===== src/sv/blle_pkg.sv =====
// package: sizes, request codes and status codes of the linked list engine
package blle_pkg;

  localparam int CAPACITY = 64;
  localparam int IDX_W    = $clog2(CAPACITY);
  localparam int CNT_W    = $clog2(CAPACITY + 1);
  localparam int VAL_W    = 32;

  typedef enum logic [2:0] {
    OP_PUSH_FRONT = 3'd0,
    OP_PUSH_BACK  = 3'd1,
    OP_POP_FRONT  = 3'd2,
    OP_POP_BACK   = 3'd3,
    OP_DELETE     = 3'd4,
    OP_QUERY      = 3'd5
  } op_e;

  typedef enum logic [1:0] {
    ST_OK        = 2'd0,
    ST_EMPTY     = 2'd1,
    ST_FULL      = 2'd2,
    ST_NOT_FOUND = 2'd3
  } status_e;

endpackage


===== src/sv/bounded_linked_list_engine_core.sv =====
// linked list engine: list in value and link memories, free list, one walk step per cycle
// early rejects (full, empty, no match on empty list, unknown code) strobe the cycle
// after the start beat; push and pop front strobe from S_FIRST; pop back of more than two
// entries walks in S_WALK to the entry before the tail; delete and query scan in S_SCAN up
// to the match, and a match past the head is freed in S_FREE. a new beat is taken once busy drops.
// the link walk is bound by one registered memory read per cycle. reset clears the list at
// once: per-entry valid bits stand for the reset links, so there is no clearing pass.
module bounded_linked_list_engine_core (
  input  logic                                clk_i,
  input  logic                                rst_ni,
  input  logic                                start,
  output logic                                busy,
  input  logic [2:0]                          req_type_i,
  input  logic signed [blle_pkg::VAL_W-1:0]   value_i,
  output logic                                result_valid_o,
  output logic signed [blle_pkg::VAL_W-1:0]   result_value_o,
  output logic                                found_o,
  output logic [1:0]                          status_o,
  output logic [blle_pkg::CNT_W-1:0]          count_o
);

  localparam int IW = blle_pkg::IDX_W;
  localparam int CW = blle_pkg::CNT_W;
  localparam int VW = blle_pkg::VAL_W;

  typedef enum logic [2:0] {
    S_IDLE,
    S_FIRST,
    S_WALK,
    S_SCAN,
    S_FREE
  } state_e;

  state_e state_q, state_d;
  logic [2:0]           op_q, op_d;
  logic signed [VW-1:0] val_q, val_d;
  logic [IW-1:0]        head_q, head_d, tail_q, tail_d, free_q, free_d;
  logic [CW-1:0]        cnt_q, cnt_d;
  logic [IW-1:0]        cur_q, cur_d, pred_q, pred_d, node_q, node_d;
  logic [IW-1:0]        k_q, k_d, steps_q, steps_d;
  logic                 rvalid_q, rvalid_d, found_q, found_d;
  logic signed [VW-1:0] rvalue_q, rvalue_d;
  logic [1:0]           status_q, status_d;

  // memories
  logic signed [VW-1:0] value_mem [blle_pkg::CAPACITY];
  logic [IW-1:0]        link_mem  [blle_pkg::CAPACITY];
  logic                 link_vld_q [blle_pkg::CAPACITY];

  logic [IW-1:0]        rd_addr;
  logic signed [VW-1:0] value_rd_q;
  logic [IW-1:0]        link_rd_q, link_def_q;
  logic                 link_vld_rd_q;
  logic [IW-1:0]        link_data;

  logic                 lk_we, vl_we;
  logic [IW-1:0]        lk_wa, lk_wd, vl_wa;

  // unwritten links read as the reset chain
  assign link_data = link_vld_rd_q ? link_rd_q : link_def_q;

  always_ff @(posedge clk_i) begin
    value_rd_q <= value_mem[rd_addr];
    link_rd_q  <= link_mem[rd_addr];
    link_def_q <= (rd_addr == IW'(blle_pkg::CAPACITY - 1)) ? '0 : rd_addr + 1'b1;
    if (vl_we) begin
      value_mem[vl_wa] <= val_q;
    end
    if (lk_we) begin
      link_mem[lk_wa] <= lk_wd;
    end
  end

  always_ff @(posedge clk_i or negedge rst_ni) begin
    if (!rst_ni) begin
      for (int i = 0; i < blle_pkg::CAPACITY; i++) begin
        link_vld_q[i] <= 1'b0;
      end
      link_vld_rd_q <= 1'b0;
    end else begin
      link_vld_rd_q <= link_vld_q[rd_addr];
      if (lk_we) begin
        link_vld_q[lk_wa] <= 1'b1;
      end
    end
  end

  // read address: start point in idle, then follow the link just read
  always_comb begin
    rd_addr = head_q;
    case (state_q)
      S_IDLE: begin
        case (req_type_i)
          blle_pkg::OP_PUSH_FRONT, blle_pkg::OP_PUSH_BACK: rd_addr = free_q;
          blle_pkg::OP_POP_BACK:                           rd_addr = tail_q;
          default:                                         rd_addr = head_q;
        endcase
      end
      S_FIRST: rd_addr = head_q;
      S_WALK:  rd_addr = link_data;
      S_SCAN:  rd_addr = link_data;
      S_FREE:  rd_addr = cur_q;
      default: rd_addr = head_q;
    endcase
  end

  always_comb begin
    state_d  = state_q;
    op_d     = op_q;
    val_d    = val_q;
    head_d   = head_q;
    tail_d   = tail_q;
    free_d   = free_q;
    cnt_d    = cnt_q;
    cur_d    = cur_q;
    pred_d   = pred_q;
    node_d   = node_q;
    k_d      = k_q;
    steps_d  = steps_q;
    rvalid_d = 1'b0;
    rvalue_d = rvalue_q;
    found_d  = found_q;
    status_d = status_q;
    lk_we    = 1'b0;
    lk_wa    = '0;
    lk_wd    = '0;
    vl_we    = 1'b0;
    vl_wa    = '0;

    case (state_q)
      S_IDLE: begin
        if (start) begin
          op_d     = req_type_i;
          val_d    = value_i;
          rvalue_d = '0;
          found_d  = 1'b0;
          status_d = blle_pkg::ST_OK;
          cur_d    = head_q;
          pred_d   = head_q;
          k_d      = '0;
          case (req_type_i)
            blle_pkg::OP_PUSH_FRONT, blle_pkg::OP_PUSH_BACK: begin
              if (cnt_q == CW'(blle_pkg::CAPACITY)) begin
                status_d = blle_pkg::ST_FULL;
                rvalid_d = 1'b1;
              end else begin
                state_d = S_FIRST;
              end
            end
            blle_pkg::OP_POP_FRONT, blle_pkg::OP_POP_BACK: begin
              if (cnt_q == '0) begin
                status_d = blle_pkg::ST_EMPTY;
                rvalid_d = 1'b1;
              end else begin
                state_d = S_FIRST;
              end
            end
            blle_pkg::OP_DELETE, blle_pkg::OP_QUERY: begin
              if (cnt_q == '0) begin
                status_d = blle_pkg::ST_NOT_FOUND;
                rvalid_d = 1'b1;
              end else begin
                state_d = S_SCAN;
              end
            end
            default: begin
              rvalid_d = 1'b1;
            end
          endcase
        end
      end

      S_FIRST: begin
        case (op_q)
          blle_pkg::OP_PUSH_FRONT, blle_pkg::OP_PUSH_BACK: begin
            // link_data is the successor of the free head
            vl_we  = 1'b1;
            vl_wa  = free_q;
            free_d = link_data;
            if (cnt_q == '0) begin
              head_d = free_q;
              tail_d = free_q;
            end else if (op_q == blle_pkg::OP_PUSH_FRONT) begin
              lk_we  = 1'b1;
              lk_wa  = free_q;
              lk_wd  = head_q;
              head_d = free_q;
            end else begin
              lk_we  = 1'b1;
              lk_wa  = tail_q;
              lk_wd  = free_q;
              tail_d = free_q;
            end
            cnt_d    = cnt_q + 1'b1;
            rvalid_d = 1'b1;
            state_d  = S_IDLE;
          end
          blle_pkg::OP_POP_FRONT: begin
            rvalue_d = value_rd_q;
            head_d   = link_data;
            lk_we    = 1'b1;
            lk_wa    = head_q;
            lk_wd    = free_q;
            free_d   = head_q;
            cnt_d    = cnt_q - 1'b1;
            rvalid_d = 1'b1;
            state_d  = S_IDLE;
          end
          default: begin
            // pop back: find the entry before the tail
            rvalue_d = value_rd_q;
            node_d   = tail_q;
            if (cnt_q > CW'(2)) begin
              steps_d = IW'(cnt_q - CW'(2));
              state_d = S_WALK;
            end else begin
              if (cnt_q == CW'(2)) begin
                tail_d = head_q;
              end
              lk_we    = 1'b1;
              lk_wa    = tail_q;
              lk_wd    = free_q;
              free_d   = tail_q;
              cnt_d    = cnt_q - 1'b1;
              rvalid_d = 1'b1;
              state_d  = S_IDLE;
            end
          end
        endcase
      end

      S_WALK: begin
        if (steps_q == IW'(1)) begin
          tail_d   = link_data;
          lk_we    = 1'b1;
          lk_wa    = node_q;
          lk_wd    = free_q;
          free_d   = node_q;
          cnt_d    = cnt_q - 1'b1;
          rvalid_d = 1'b1;
          state_d  = S_IDLE;
        end else begin
          steps_d = steps_q - 1'b1;
        end
      end

      S_SCAN: begin
        if (value_rd_q == val_q) begin
          found_d  = 1'b1;
          status_d = blle_pkg::ST_OK;
          if (op_q == blle_pkg::OP_DELETE) begin
            if (k_q == '0) begin
              head_d   = link_data;
              lk_we    = 1'b1;
              lk_wa    = cur_q;
              lk_wd    = free_q;
              free_d   = cur_q;
              cnt_d    = cnt_q - 1'b1;
              rvalid_d = 1'b1;
              state_d  = S_IDLE;
            end else begin
              // bypass the match, then free it next cycle
              lk_we = 1'b1;
              lk_wa = pred_q;
              lk_wd = link_data;
              if (CW'(k_q) + CW'(1) == cnt_q) begin
                tail_d = pred_q;
              end
              state_d = S_FREE;
            end
          end else begin
            rvalid_d = 1'b1;
            state_d  = S_IDLE;
          end
        end else if (CW'(k_q) + CW'(1) == cnt_q) begin
          status_d = blle_pkg::ST_NOT_FOUND;
          rvalid_d = 1'b1;
          state_d  = S_IDLE;
        end else begin
          pred_d = cur_q;
          cur_d  = link_data;
          k_d    = k_q + 1'b1;
        end
      end

      S_FREE: begin
        lk_we    = 1'b1;
        lk_wa    = cur_q;
        lk_wd    = free_q;
        free_d   = cur_q;
        cnt_d    = cnt_q - 1'b1;
        rvalid_d = 1'b1;
        state_d  = S_IDLE;
      end

      default: begin
        state_d = S_IDLE;
      end
    endcase
  end

  always_ff @(posedge clk_i or negedge rst_ni) begin
    if (!rst_ni) begin
      state_q  <= S_IDLE;
      head_q   <= '0;
      tail_q   <= '0;
      free_q   <= '0;
      cnt_q    <= '0;
      rvalid_q <= 1'b0;
      rvalue_q <= '0;
      found_q  <= 1'b0;
      status_q <= blle_pkg::ST_OK;
      op_q     <= '0;
      k_q      <= '0;
      steps_q  <= '0;
    end else begin
      state_q  <= state_d;
      head_q   <= head_d;
      tail_q   <= tail_d;
      free_q   <= free_d;
      cnt_q    <= cnt_d;
      rvalid_q <= rvalid_d;
      rvalue_q <= rvalue_d;
      found_q  <= found_d;
      status_q <= status_d;
      op_q     <= op_d;
      k_q      <= k_d;
      steps_q  <= steps_d;
    end
  end

  always_ff @(posedge clk_i) begin
    val_q    <= val_d;
    cur_q    <= cur_d;
    pred_q   <= pred_d;
    node_q   <= node_d;
  end

  assign busy           = (state_q != S_IDLE);
  assign result_valid_o = rvalid_q;
  assign result_value_o = rvalue_q;
  assign found_o        = found_q;
  assign status_o       = status_q;
  assign count_o        = cnt_q;

endmodule


===== config.mk =====
export PLATFORM = sky130hd
export DESIGN_NAME = bounded_linked_list_engine_core
export DESIGN_NICKNAME = d
export VERILOG_FILES = /design/src/sv/blle_pkg.sv /design/src/sv/bounded_linked_list_engine_core.sv
export SDC_FILE = /design/constraint.sdc
export NUM_CORES = 2
export LEC_CHECK = 0
export BUFFER_PORTS_ARGS = -buffer_cell sky130_fd_sc_hd__buf_4
export CAP_MARGIN = 25
export CELL_PAD_IN_SITES_DETAIL_PLACEMENT = 0
export CELL_PAD_IN_SITES_GLOBAL_PLACEMENT = 1
export CORE_MARGIN = 3
export CORE_UTILIZATION = 41
export CTS_BUF_LIST = sky130_fd_sc_hd__clkbuf_4 sky130_fd_sc_hd__clkbuf_8 sky130_fd_sc_hd__clkbuf_16
export CTS_CLUSTER_DIAMETER = 50
export DETAILED_ROUTE_END_ITERATION = 8
export HOLD_SLACK_MARGIN = 0.02
export MAX_ROUTING_LAYER = met4
export PLACE_DENSITY = 0.68
export RECOVER_POWER = 50
export SYNTH_ARGS = -nofsm -noshare
export SYNTH_HDL_FRONTEND = slang
export SYNTH_SLANG_ARGS = --single-unit

===== constraint.sdc =====
create_clock -name clk_i -period 4.5 [get_ports clk_i]
set_input_delay 0.45 -clock clk_i [delete_from_list [all_inputs] [get_ports clk_i]]
set_output_delay 0.45 -clock clk_i [all_outputs]
set_load 0.05 [all_outputs]

### After elaboration in Yosys (flattened, before gate mapping)

Memories as Yosys holds them, arrays and structs flattened. A register that Yosys moved wholly into a read port is not among the register bits.
Index checks and enable logic that the tools add are counted.
W data, S select, Z words.

| operators by class | value |
|---|---|
| add/sub/neg operators | 7 |
| multiply operators | 0 |
| divide/modulo/power cells | 0 |
| magnitude comparators | 4 |
| eq/ne operators | 43 |
| shifts and indexed selects | 0 |
| mux-type cells | 125 |
| bitwise operators | 4 |
| reductions and logical operators | 31 |

Operators with widths:

| operator | number |
|---|---|
| $mux W6 | 47 |
| $pmux W6 S2 | 11 |
| $pmux W6 S4 | 3 |
| $mux W32 | 2 |
| $or A64 B64 Y64 | 1 |
| $pmux W32 S2 | 1 |
| $pmux W6 S3 | 2 |
| $mux W7 | 5 |
| $eq A32 B32 Y1 | 1 |
| $ne A2 B2 Y1 const B | 14 |
| $pmux W7 S4 | 1 |
| $mux W3 | 9 |
| $mux W1 | 25 |
| $ne A3 B3 Y1 const B | 7 |
| $eq A3 B2 Y1 const B | 5 |
| $ge A7 B7 Y1 const B | 2 |
| $mux W2 | 7 |
| $not A6 Y7 | 2 |
| $pmux W7 S2 | 1 |
| $add A6 B1 Y6 const B | 2 |
| $eq A3 B3 Y1 const B | 4 |
| $ne A4 B4 Y1 const B | 3 |
| $pmux W3 S4 | 1 |
| $reduce_and A6 Y1 | 2 |
| 38 further kinds | 56 |

| storage, ports and cells | value |
|---|---|
| flip-flop bits (word level) | 200 |
| latch bits | 0 |
| bits in writable memories | 2,432 |
| bits in read-only memories | 0 |
| output and inout bits | 44 |
| logic and storage cells | 298 |
| memories | 2 |

Memory list:

| memory | words | bits a word | rd ports | clocked after memory_dff | wr ports | line | source |
|---|---|---|---|---|---|---|---|
| value_mem | 64 | 32 | 1 | 1 | 1 | bounded_linked_list_engine_core.sv:46 | `logic signed [VW-1:0] value_mem [blle_pkg::CAPACITY];` |
| link_mem | 64 | 6 | 1 | 1 | 1 | bounded_linked_list_engine_core.sv:47 | `logic [IW-1:0] link_mem [blle_pkg::CAPACITY];` |

### Logic depth before layout (Yosys ltp)

| logic depth | value |
|---|---|
| depth in word-level cells | 11 |
| mapped depth | 16 |
| mapped depth without buffers | 11 |

### Least setup slack after synthesis

Ideal clock, no wire load.

| timing | value |
|---|---|
| kind | flip-flop to flip-flop |
| start | register val_q[20] |
| end | memory link_mem[0][4] in the netlist's numbering (data pin) |
| setup time | 0.567 ns |
| data arrival time | 4.219 ns |
| data required time | 3.933 ns |
| slack | -0.286 ns |
| stages on the path, launching flop included | 8 |
| buffers on the path | 1 |
| period minus slack after synthesis | 4.786 ns |
| cell sequence | edfxtp_1 > xor2_1 > nor4_1 > nand4_1 > nor4_1 > buf_2 > a2111oi_2 > o221ai_1 |

| between the ends | value |
|---|---|
| word-level cells in the longest chain between the ends | 3 |

RTL lines:

| what | line | source |
|---|---|---|
| start: declaration | bounded_linked_list_engine_core.sv:36 | `logic signed [VW-1:0] val_q, val_d;` |
| start signal: assignment | bounded_linked_list_engine_core.sv:333 | `val_q <= val_d;` |
| $eq A32 B32 Y1 | bounded_linked_list_engine_core.sv:248 | `if (value_rd_q == val_q) begin` |
| $mux W6 | bounded_linked_list_engine_core.sv:248 |  |
| $pmux W6 S4 | bounded_linked_list_engine_core.sv:130 | `case (state_q)` |
| named net lk_wd[4] | bounded_linked_list_engine_core.sv:57 | `logic [IW-1:0] lk_wa, lk_wd, vl_wa;` |
| end: declaration | bounded_linked_list_engine_core.sv:47 |  |

The timed path passes the listed nets, and every way through them passes these cells.

### Final worst setup path

| timing | value |
|---|---|
| start | register state_q[2] |
| end | memory value_mem[9][2] in the netlist's numbering (enable) |

| between the ends | value |
|---|---|
| word-level cells in the longest chain between the ends | 4 |
| elaborated cells on any way between the ends | 5 |
| those cells by class | 1 x eq/ne; 4 x mux |

RTL lines:

| what | line | source |
|---|---|---|
| start: declaration | bounded_linked_list_engine_core.sv:34 | `state_e state_q, state_d;` |
| start signal: assignment | bounded_linked_list_engine_core.sv:317 | `state_q <= state_d;` |
| $eq A3 B1 Y1 * | bounded_linked_list_engine_core.sv:130 |  |
| $mux W1 | bounded_linked_list_engine_core.sv:130 |  |
| $mux W1 | bounded_linked_list_engine_core.sv:66 | `if (vl_we) begin` |
| $mux W1 (not written as such) | bounded_linked_list_engine_core.sv:67 | `value_mem[vl_wa] <= val_q;` |
| end: declaration | bounded_linked_list_engine_core.sv:46 |  |

Every way passes the cells marked *; elsewhere a longest branch is shown, timed or not.

==> flow_metrics.env <==
export IMPL_drv_cap=43
export IMPL_postRouteAntennaNets=0
export IMPL_avgSynthCellArea_sq_um=12.8
export IMPL_grt_usage_pct=26.0
export IMPL_rsz0062_at_grt="no"
export IMPL_synthCells=8418
export IMPL_hold_viol=0
export IMPL_period_share_pct=98.0
export IMPL_gr_total_overflow=0
export IMPL_synth_area_leaders="edfxtp_1 69%, nand2_1 9.1%, nand3_1 4.5%"
export IMPL_drtIter0Drc=8437
export IMPL_power_density_mw_per_mm2=419
export IMPL_clk_latency_ns=0.88
export IMPL_yosysMostFrequentCell="nand2_1"
export IMPL_wl_met1_mm=140
export IMPL_grt_max_degree=97
export IMPL_ys_seq_area_share_pct=73.4
export IMPL_nNetsFinal=8827
export IMPL_vias_per_cell=5.76
export IMPL_drtPass1Iterations=6
export IMPL_final_cells=12500
export IMPL_status="finished, violations left"
export IMPL_cts_max_level=5
export IMPL_layout_min_cycle_time_ns=4.41
export IMPL_holdPathStages=2
export IMPL_start_util_pct=41.3
export IMPL_violations="max-capacitance violations, max-slew violations"
export IMPL_synth_yosys_warnings=0
export IMPL_path_class="register to register"
export IMPL_start_kind="register"
export IMPL_fillers=22600
export IMPL_grt_pass1_vias=68900
export IMPL_worstRegToRegCells=8
export IMPL_cts_root_buf="clkbuf_16"
export IMPL_routed_wl_mm=348
export IMPL_holdWs_ns=0.314
export IMPL_wl_met3_mm=29.0
export IMPL_hp_class="input port to register"
export IMPL_worstMarginPinSlew_ns=3.78
export IMPL_area_growth_pct=17.2
export IMPL_place_area_sq_mm=0.116
export IMPL_numCtsBuffers=316
export IMPL_die_area_sq_mm=0.269
export IMPL_dp_final_hpwl_mm=203
export IMPL_vias=72200
export IMPL_route_met2_wl_mm=161
export IMPL_ys_flop_type="edfxtp_1"
export IMPL_synthDistinctLibCells=92
export IMPL_yosys_area_top_type="edfxtp_1"
export IMPL_grt_antenna_before_repair=17
export IMPL_die_w_microns=518
export IMPL_cts_tree="built"
export IMPL_drive_gt1_share_pct=12.8
export IMPL_synth_fp_nets=8466
export IMPL_synth_top_area_share_pct=69.2
export IMPL_clock_path_buffers=4
export IMPL_path_max_fanout=32
export IMPL_synth_common_cells="2609 x nand2_1, 2482 x edfxtp_1, 967 x nand3_1, 311 x buf_2, 275 x a311oi_1"
export IMPL_p_total_uw=52800
export IMPL_dieHeight_microns=518
export IMPL_arrival_ns=4.84
export IMPL_drc=0
export IMPL_place_gp_congestion=0.914
export IMPL_synth_cell_area_sq_mm=0.108
export IMPL_end_kind="register"
export IMPL_grt_pass1_wl_mm=500
export IMPL_top_layer="met4"
export IMPL_synth_enable_flop_cells=2482
export IMPL_portBuffers=81
export IMPL_slew_viol_final=2478
export IMPL_fp_row_count=187
export IMPL_wire_per_inst_microns=27.8
export IMPL_dpl_cell_count=11900
export IMPL_peakVddDrop_mv=0.410
export IMPL_leakagePower_uw=0.0442
export IMPL_clock_fmax_mhz=227
export IMPL_yosys_register_bits=2670
export IMPL_synthArstFlopShare_pct=5.39
export IMPL_slew_headroom_pct=-152
export IMPL_finalSetupViolations=0
export IMPL_stdcell_area_sq_mm=0.126
export IMPL_skew_ns=0.0766
export IMPL_numClockSinks=2670
export IMPL_core_area_sq_mm=0.260
export IMPL_io_pins=82
export IMPL_cp_required_ns=4.93
export IMPL_path_clk_slew_ns=0.06
[state kept, by name (all words and copies together), names as in the netlist, 7 cells and up]
| name | cells |
|---|---|
| link_mem | 384 |
| link_vld_q | 64 |
| value_mem | 2048 |
| result_value_o | 32 |
| count_o | 7 |
| val_q | 32 |
| value_rd_q | 32 |
[where the power goes]
group	internal (uW)	total [uW]	switching, uW
Sequential	26700	26700	0
Combinational	44.8	98.9	54.1
Clock	15700	26000	10200
Total	42500	52800	10300
[cells by family (layout without fill, tap and decap cells)]
kind of cell	after synthesis	after routing	share of synthesized area, %
flops	2670	2670	73.4
simple gates	4239	4239	17.0
xor+xnor	61	61	0.496
buf+inv	595	1205	2.67
compound gates	778	778	5.63
mux	65	65	0.650
fa+ha+maj	10	10	0.116
other cells	0	12	0
[routing by layer]
layer  up-vias  track usage (%)
li1      31700                -
met1     36700             34.4
met2      3250             40.5
met3       650             3.88
met4         0             10.2
met5         -                -
[layout make-up]
cell class              instances  area [sq um]  share of cell area, %
flip-flops and latches       2670         79000                   62.7
multi-input cells            5153         26400                   21.0
clock buffers                 393          8750                   6.93
repair buffers                605          5510                   4.37
well taps                    3496          4370                   3.47
clock inverters               174          1880                   1.49
inverters                      33           140                  0.111
diodes                         12          30.0                 0.0238
[critical path, cell delays in order, from the launching register on]
cell	delay, ns
dfrtp_1	0.57
buf_4	0.29
or3b_1	0.54
nor2_1	0.23
clkbuf_1	0.53
nand3_1	0.15
clkbuf_4	0.28
nor2_4	0.11
clkbuf_2	1.13
[placed cells by master (no fill, tap or decap), types with 31 or more instances in the layout]
| cell | instances |
|---|---|
| nand2_1 | 2606 |
| edfxtp_1 | 2482 |
| nand3_1 | 967 |
| clkbuf_16 | 328 |
| buf_4 | 312 |
| a311oi_1 | 275 |
| and3_1 | 240 |
| dfrtp_1 | 144 |
| nor2_1 | 138 |
| a31oi_1 | 128 |
| buf_12 | 101 |
| clkbuf_4 | 94 |
| a32oi_1 | 91 |
| clkbuf_1 | 87 |
| a21oi_1 | 81 |
| nor2_4 | 62 |
| or2_1 | 59 |
| o21ai_0 | 50 |
| mux2i_1 | 44 |
| dfxtp_1 | 44 |
| xor2_1 | 41 |
| clkinv_1 | 39 |
| nor4_1 | 38 |
| clkinv_2 | 38 |
| dlygate4sd3_1 | 37 |
| bufinv_16 | 32 |
| inv_1 | 31 |
[through the flow]
stage	util [%]	TNS, ns	setup slack (ns)
floorplan	-	-109.71	-0.286
detailed placement	44.4	-0.0342	-0.0342
finish	48.4	0	0.0919
global route	48.4	0	0.0178
global placement	44.4	-2.07	-1.18
CTS	48.6	0	0.0808
[worst paths after layout]
path                                start           endpoint  slack, ns
max in group asynchronous          rst_ni     link_vld_q[36]       1.54
max reg2reg                    state_q[2]    value_mem[9][2]       0.09
min                           value_i[10]          val_q[10]       0.31
max                            state_q[2]    value_mem[9][2]       0.09
min in group asynchronous          rst_ni  result_value_o[6]       0.83
min reg2reg                link_vld_q[36]     link_vld_q[36]       0.46
[timing repair]
action | CTS | global route
cloned | 0 | 0
hold buffers | 37 | 0
setup endpoints to repair | 2 | 2
gates resized for setup | 2 | 0
setup buffers | 0 | 5
pin swaps | 0 | 1
endpoints found under the hold margin | 111 | 0
Note: power is estimated with default switching activity, not from simulation.
